--- src/hw/rtl/linear_interp_resampler_unit_defines.svh ---
// ----------------------------------------------------------------------------
// Assertion macros for the linear interpolation resampler
// The macros wrap concurrent assertions on i_clk with the active-low reset.
// ----------------------------------------------------------------------------
`ifndef LINEAR_INTERP_RESAMPLER_UNIT_DEFINES_SVH
`define LINEAR_INTERP_RESAMPLER_UNIT_DEFINES_SVH

`ifndef SYNTH
`define LIR_ASSERT(label, prop) \
    label: assert property (@(posedge i_clk) disable iff (!i_rst_n) prop) \
        else $error("lir assertion failed");
`define LIR_ASSERT_NEVER(label, cond) `LIR_ASSERT(label, !(cond))
`else
`define LIR_ASSERT(label, prop)
`define LIR_ASSERT_NEVER(label, cond)
`endif

`endif

--- src/hw/rtl/lir_pkg.sv ---
// ----------------------------------------------------------------------------
// Linear interpolation resampler package
// Widths, constants and request types shared by the resampler.
// ----------------------------------------------------------------------------
package lir_pkg;

    localparam int SAMPLE_W        = 16;
    localparam int STEP_W          = 36;
    localparam int PHASE_W         = 40;
    localparam int PHASE_FRAC_BITS = 32;
    localparam int MAX_OUTPUTS     = 16;
    localparam int COUNT_W         = $clog2(MAX_OUTPUTS + 1);
    localparam int DIFF_W          = SAMPLE_W + 1;
    localparam int PROD_W          = DIFF_W + PHASE_FRAC_BITS + 1;
    localparam int SUM_W           = PROD_W + 1;
    localparam int STEP_SHIFT      = 32 - PHASE_FRAC_BITS;

    localparam logic [STEP_W-1:0]  STEP_RESET = STEP_W'(64'd1 << 32);
    localparam logic [PHASE_W-1:0] PHASE_ONE  = PHASE_W'(1) << PHASE_FRAC_BITS;

    typedef struct packed {
        logic signed [SAMPLE_W-1:0] left_sample;
        logic signed [SAMPLE_W-1:0] right_sample;
    } t_in_item;

    typedef struct packed {
        logic signed [SAMPLE_W-1:0] left_out;
        logic signed [SAMPLE_W-1:0] right_out;
        logic                       last_of_run;
    } t_out_item;

    typedef enum logic [4:0] {
        S_IDLE  = 5'b00001,
        S_CHECK = 5'b00010,
        S_MUL   = 5'b00100,
        S_ACC   = 5'b01000,
        S_EMIT  = 5'b10000
    } t_state;

endpackage

--- src/hw/rtl/linear_interp_resampler_unit.sv ---
// ----------------------------------------------------------------------------
// Linear interpolation resampler
// Each input request is one stereo frame. After the first frame, every frame
// produces zero to sixteen interpolated output requests; the last one of a
// frame carries last_of_run. One signed multiplier and one adder are shared
// by both channels, so each output takes a check, a multiply and an accumulate
// per channel, and a load of the output register, which waits while the output
// is stalled. The input is stalled while a frame is being processed. The first
// frame after reset produces no outputs and only stores its samples.
// The step register is written while the block is idle.
// ----------------------------------------------------------------------------
`include "linear_interp_resampler_unit_defines.svh"

module linear_interp_resampler_unit
    import lir_pkg::*;
(
    input  logic              i_clk,
    input  logic              i_rst_n,
    input  logic              i_in_valid,
    output logic              o_in_stall,
    input  t_in_item          i_in_data,
    output logic              o_out_valid,
    input  logic              i_out_stall,
    output t_out_item         o_out_data,
    input  logic              i_cfg_valid,
    output logic              o_cfg_ready,
    input  logic [STEP_W-1:0] i_cfg_data
);

    t_state                     r_state, n_state;
    logic [STEP_W-1:0]          r_step;
    logic [PHASE_W-1:0]         r_phase, n_phase;
    logic                       r_have_prev, n_have_prev;
    logic [COUNT_W-1:0]         r_count, n_count;
    logic                       r_chan, n_chan;
    logic signed [SAMPLE_W-1:0] r_prev_l, r_prev_r, r_next_l, r_next_r;
    logic signed [SAMPLE_W-1:0] r_res_l, r_res_r;
    logic signed [PROD_W-1:0]   r_prod;
    logic                       r_out_valid;
    t_out_item                  r_out_data;

    logic                       w_in_acc;
    logic                       w_out_free;
    logic [PHASE_W-1:0]         w_step;
    logic [PHASE_W-1:0]         w_phase_add;
    logic                       w_run;
    logic                       w_last;
    logic signed [SAMPLE_W-1:0] w_prev_sel, w_next_sel;
    logic signed [DIFF_W-1:0]   w_diff;
    logic signed [PHASE_FRAC_BITS:0] w_frac;
    logic signed [SUM_W-1:0]    w_num;
    logic signed [SAMPLE_W-1:0] w_floor;
    logic                       w_round_up;
    logic signed [SAMPLE_W-1:0] w_res;

    assign w_in_acc    = i_in_valid && !o_in_stall;
    assign w_out_free  = !r_out_valid || !i_out_stall;
    assign w_step      = PHASE_W'(r_step >> STEP_SHIFT);
    assign w_phase_add = r_phase + w_step;
    assign w_run       = (r_phase < PHASE_ONE) && (r_count < COUNT_W'(MAX_OUTPUTS));
    assign w_last      = (w_phase_add >= PHASE_ONE)
                         || (r_count == COUNT_W'(MAX_OUTPUTS - 1));

    assign w_prev_sel = r_chan ? r_prev_r : r_prev_l;
    assign w_next_sel = r_chan ? r_next_r : r_next_l;
    assign w_diff     = $signed({w_next_sel[SAMPLE_W-1], w_next_sel})
                        - $signed({w_prev_sel[SAMPLE_W-1], w_prev_sel});
    assign w_frac     = $signed({1'b0, r_phase[PHASE_FRAC_BITS-1:0]});

    assign w_num      = $signed({{(SUM_W - SAMPLE_W - PHASE_FRAC_BITS){w_prev_sel[SAMPLE_W-1]}},
                                 w_prev_sel, {PHASE_FRAC_BITS{1'b0}}})
                        + $signed({r_prod[PROD_W-1], r_prod});
    assign w_floor    = w_num[PHASE_FRAC_BITS +: SAMPLE_W];
    assign w_round_up = w_num[SUM_W-1] && (|w_num[PHASE_FRAC_BITS-1:0]);
    assign w_res      = w_floor + SAMPLE_W'(w_round_up);

    always_comb begin
        n_state     = r_state;
        n_phase     = r_phase;
        n_have_prev = r_have_prev;
        n_count     = r_count;
        n_chan      = r_chan;
        case (r_state)
            S_IDLE: begin
                if (w_in_acc) begin
                    n_have_prev = 1'b1;
                    n_count     = '0;
                    n_chan      = 1'b0;
                    if (r_have_prev) begin
                        n_state = S_CHECK;
                    end
                end
            end
            S_CHECK: begin
                n_chan = 1'b0;
                if (w_run) begin
                    n_state = S_MUL;
                end else begin
                    n_state = S_IDLE;
                    n_phase = (r_phase >= PHASE_ONE) ? r_phase - PHASE_ONE : '0;
                end
            end
            S_MUL: begin
                n_state = S_ACC;
            end
            S_ACC: begin
                if (r_chan) begin
                    n_state = S_EMIT;
                end else begin
                    n_chan  = 1'b1;
                    n_state = S_MUL;
                end
            end
            S_EMIT: begin
                if (w_out_free) begin
                    n_phase = w_phase_add;
                    n_count = r_count + COUNT_W'(1);
                    n_state = S_CHECK;
                end
            end
            default: begin
                n_state = S_IDLE;
            end
        endcase
    end

    always_ff @(posedge i_clk) begin
        if (!i_rst_n) begin
            r_state     <= S_IDLE;
            r_step      <= STEP_RESET;
            r_phase     <= '0;
            r_have_prev <= 1'b0;
            r_count     <= '0;
            r_chan      <= 1'b0;
            r_out_valid <= 1'b0;
            r_prev_l    <= '0;
            r_prev_r    <= '0;
        end else begin
            r_state     <= n_state;
            r_phase     <= n_phase;
            r_have_prev <= n_have_prev;
            r_count     <= n_count;
            r_chan      <= n_chan;
            if (i_cfg_valid && o_cfg_ready) begin
                r_step <= i_cfg_data;
            end
            if (r_state == S_EMIT && w_out_free) begin
                r_out_valid <= 1'b1;
            end else if (!i_out_stall) begin
                r_out_valid <= 1'b0;
            end
            if (w_in_acc && !r_have_prev) begin
                r_prev_l <= i_in_data.left_sample;
                r_prev_r <= i_in_data.right_sample;
            end else if (r_state == S_CHECK && !w_run) begin
                r_prev_l <= r_next_l;
                r_prev_r <= r_next_r;
            end
        end
    end

    always_ff @(posedge i_clk) begin
        if (w_in_acc) begin
            r_next_l <= i_in_data.left_sample;
            r_next_r <= i_in_data.right_sample;
        end
        if (r_state == S_MUL) begin
            r_prod <= w_diff * w_frac;
        end
        if (r_state == S_ACC) begin
            if (r_chan) begin
                r_res_r <= w_res;
            end else begin
                r_res_l <= w_res;
            end
        end
        if (r_state == S_EMIT && w_out_free) begin
            r_out_data.left_out    <= r_res_l;
            r_out_data.right_out   <= r_res_r;
            r_out_data.last_of_run <= w_last;
        end
    end

    assign o_in_stall  = (r_state != S_IDLE);
    assign o_cfg_ready = (r_state == S_IDLE);
    assign o_out_valid = r_out_valid;
    assign o_out_data  = r_out_data;

    `LIR_ASSERT_NEVER(a_count_bound, r_count > COUNT_W'(MAX_OUTPUTS))
    `LIR_ASSERT(a_emit_loads, (r_state == S_EMIT && w_out_free) |=> (o_out_valid && r_state == S_CHECK))
    `LIR_ASSERT(a_first_frame_silent, (w_in_acc && !r_have_prev) |=> (r_state == S_IDLE && r_have_prev))
    `LIR_ASSERT(a_out_from_emit, $rose(o_out_valid) |-> $past(r_state == S_EMIT))

endmodule
--- config.mk ---
export PLATFORM = sky130hd
export DESIGN_NAME = linear_interp_resampler_unit
export DESIGN_NICKNAME = d
export VERILOG_FILES = /design/src/hw/rtl/lir_pkg.sv /design/src/hw/rtl/linear_interp_resampler_unit.sv
export VERILOG_INCLUDE_DIRS = /design/src /design/src/hw/rtl
export SDC_FILE = /design/constraint.sdc
export NUM_CORES = 2
export LEC_CHECK = 0
export ABC_AREA = 1
export BUFFER_PORTS_ARGS = -buffer_cell sky130_fd_sc_hd__buf_4
export CORE_MARGIN = 2
export CORE_UTILIZATION = 59
export DETAILED_ROUTE_END_ITERATION = 8
export PLACE_DENSITY = 0.76
export SETUP_SLACK_MARGIN = 0.15
export SLEW_MARGIN = 15
export SYNTH_ARGS = -nofsm -noshare
export SYNTH_HDL_FRONTEND = slang
export SYNTH_SLANG_ARGS = --single-unit
--- constraint.sdc ---
create_clock -name i_clk -period 18.5 [get_ports i_clk]
set_input_delay 2.775 -clock i_clk [delete_from_list [all_inputs] [get_ports i_clk]]
set_output_delay 2.775 -clock i_clk [all_outputs]
set_load 0.005 [all_outputs]
==> summary.md <==
| Metric | Value |
|---|---|
| Status | `finished clean` |
| Layout cells sized above 1 | `6.46%` |
| Setup total negative slack | `0 ns` |
| DRC | `0` |
| DR iter-0 viols | `~2,600` |
| R2r worst-path depth | `31` |
| FF+latch count, synth | `268` |
| Worst path bufs/invs | `7` |
| Max-cap viol count | `0` |
| CP top delay family | `adder cells` |
| Mean routed wirelength per cell | `20.0 um` |
| TritonCTS clock tree | `built` |
| Post-Syn Area | `0.0331 sq mm` |
| Power Dens Cells | `105 mW/mm^2` |
| Worst Hold Slack | `roughly 0.42 ns` |
| Routed WL | `100,000 um` |
| Final Instance Count excl. Fillers | `5,021` |
| Cts hold-fix bufs | `0` |
| RSZ-0062 raised after global routing | `no` |
| CP Data Arrival Time | `~9.3 ns` |
| First-pass GRT wire length | `157,000 um` |
| Std cell rows | `between 80 and 90` |
| Root Buffer Master | `clkbuf_16` |
| 1st-pass router iterations | `6` |
| H-tree levels | `1` |
| Crit path required time | `18.82 ns` |
| Total core area | `~0.055 sq mm` |
| Vert. Die Dim | `241 um` |
| Worst Skew | `between 0.02 and 0.025 ns` |
| Final layout net count | `~5,000` |
| Peak VDD IR | `0.162 mV` |
| HPWL Detailed | `between 80,000 and 90,000 um` |
| Post-synth ARST share | `0%` |
| Synth Instances | `4,218` |
| Area grow syn2layout | `7.06%` |
| IO Pins | `~110` |
| Number of global-route vias before repair | `28,500` |
| Post-route clock period utilization | `about half` |
| Largest net degree at the start of global routing | `81` |
| Chip width | `about 240 um` |
| Number of diodes | `0` |
| Worst-margin pin slew | `1.20 ns` |
| Final setup violation count | `0` |
| Die Area | `0.0580 sq mm` |
| CP dominant cell by count | `inv_1` |
| PortBufs | `108` |
| Num CTS Buffers | `29` |
| Met3 Wirelength | `9790 um` |
| CP Class | `register to register` |
| Syn nets | `4,977` |
| Antenna-violating nets left | `0` |
| Antenna violations before repair | `0` |
| Max layer used | `met4` |
| Dpl cells | `4,967` |
| Synth warnings | `0` |
| Post-synth EDFFs | `around 150` |
| Clock latency on the worst-skew pair | `between 0.5 and 0.6 ns` |
| Initial Util | `59.8%` |
| GRT Overall Usage | `a little over a third` |
| Ys flop type | `edfxtp_1` |
| Hold Path Depth | `0` |
| Hold WC Path Type | `register to register` |
| Max Root-Sink Buffers | `3` |
| Post-layout min period | `roughly 9 ns` |
| Clk slew on worst S/H paths | `0.08 ns` |
| GRT overflow | `0` |
| Endpoints failing hold | `0` |
| Number of cells on the critical path | `31` |
| Final Total Pwr | `3700 uW` |
| Slew HR | `19.6%` |
| CP max FO | `32` |
| Final worst slack | `~9.5 ns` |
| Pins over their slew limit | `0` |
| Wl on met1 | `between 30,000 and 40,000 um` |
| Via count | `28,600` |
| Sink Count | `~270` |
| P_leak | `0.0177 uW` |
| Gpl congestion | `between 0.9 and 1` |
| Syn Area/Cell | `7.84 sq um` |
| Post-synthesis sequential area ratio | `20.7%` |
| F_max | `111 MHz` |
| Post-CTS Resized | `0` |
| Library cells used by synthesis | `56` |
| Worst setup SP type | `register` |
| Postcts setup bufs | `0` |
| WL met2 | `45,700 um` |
| Worst Setup End Kind | `register` |
| Post-Place Setup Slack | `9.63 ns` |
| Worst path max stage delay | `0.76 ns` |
| Vias per cell | `5.69` |
| Slowest cell on crit path | `nand2_1` |
## final timing paths
| check | start | endpoint | slack (ns) |
|---|---|---|---|
| setup / recovery | r_chan | r_prod[43] | 9.49 |
| hold / removal | r_res_r[10] | o_out_data[11] | 0.42 |
| setup reg to reg | r_chan | r_prod[43] | 9.49 |
| hold reg to reg | r_res_r[10] | o_out_data[11] | 0.42 |
## logic make-up after synthesis
| kind of cell | after synthesis | share of synthesized area (%) |
|---|---|---|
| AOI/OAI and AO/OA | 441 | 7.39 |
| and+or+nand+nor | 1776 | 22.5 |
| xor gates and xnor gates | 59 | 1.63 |
| DFF | 268 | 20.7 |
| muxes | 1 | 0.0303 |
| buffers and inverters | 987 | 11.6 |
| adders and majority gates | 686 | 36.2 |
## per-stage QoR
step                utilization, %  instance area [sq um]
floorplan                        -                  33100
global placement              62.2                  34400
detailed placement            62.2                  34400
CTS                           64.1                  35400
global route                  64.1                  35400
finish                        64.1                  35400
## synth_stat cells (9+ instances only)
cell type / n / share of area [%]
nor4_1: 15 / 0.28
nor3_1: 28 / 0.42
edfxtp_1: 147 / 13
fa_1: 452 / 27
o21ai_1: 14 / 0.21
nand2_1: 939 / 11
a31oi_1: 43 / 0.81
nand2_2: 9 / 0.17
inv_1: 834 / 9.5
nand3b_1: 9 / 0.20
a21oi_1: 203 / 3.1
nor2_1: 410 / 4.7
xor2_1: 38 / 1.0
a21o_1: 14 / 0.32
a21oi_2: 11 / 0.29
o21bai_1: 16 / 0.36
nand3_1: 270 / 4.1
o21ai_0: 119 / 1.8
nand4_1: 36 / 0.68
xnor2_1: 18 / 0.48
clkbuf_1: 83 / 0.94
inv_2: 15 / 0.17
ha_1: 234 / 8.8
dfxtp_1: 121 / 7.3
buf_2: 27 / 0.41
or2_2: 31 / 0.59
## metal layers
layer	track usage [%]	vias up
met1	45.6	13800
met3	6.42	315
li1	-	13100
met4	18.0	0
met2	58.3	1362
met5	0	-
## report_power, final
group          switching, uW  internal (uW)
Sequential              50.8            740
Clock                    263            362
Combinational           1640            642
## flip-flops by register name, summed over array words and instances (netlist names)
register,cells
r_prod,50
r_phase,40
r_step,36
o_out_data,33
r_next_l,16
r_next_r,16
r_prev_l,16
r_prev_r,16
r_res_l,16
r_res_r,16
r_count,5
r_state,5
o_out_valid,1
r_chan,1
r_have_prev,1
## layout make-up
cell class | count | area (sq um)
inverter | 856 | 3210
fill | 4998 | 19900
sequential | 268 | 6840
clock inverter | 25 | 299
multi-input combinational | 2963 | 22400
tap | 748 | 936
timing repair buffer | 132 | 991
clock buffer | 29 | 726
## cells in the final DEF, fill, tap and decap left out, types with 43 or more instances in the layout
cell      instances
fa_1            452
nand3_1         270
edfxtp_1        147
dfxtp_1         121
ha_1            234
o21ai_0         119
a21oi_1         203
nor2_1          410
nand2_1         939
inv_1           833
a31oi_1          43
buf_4           132
Note: power is estimated with default switching activity, not from simulation.
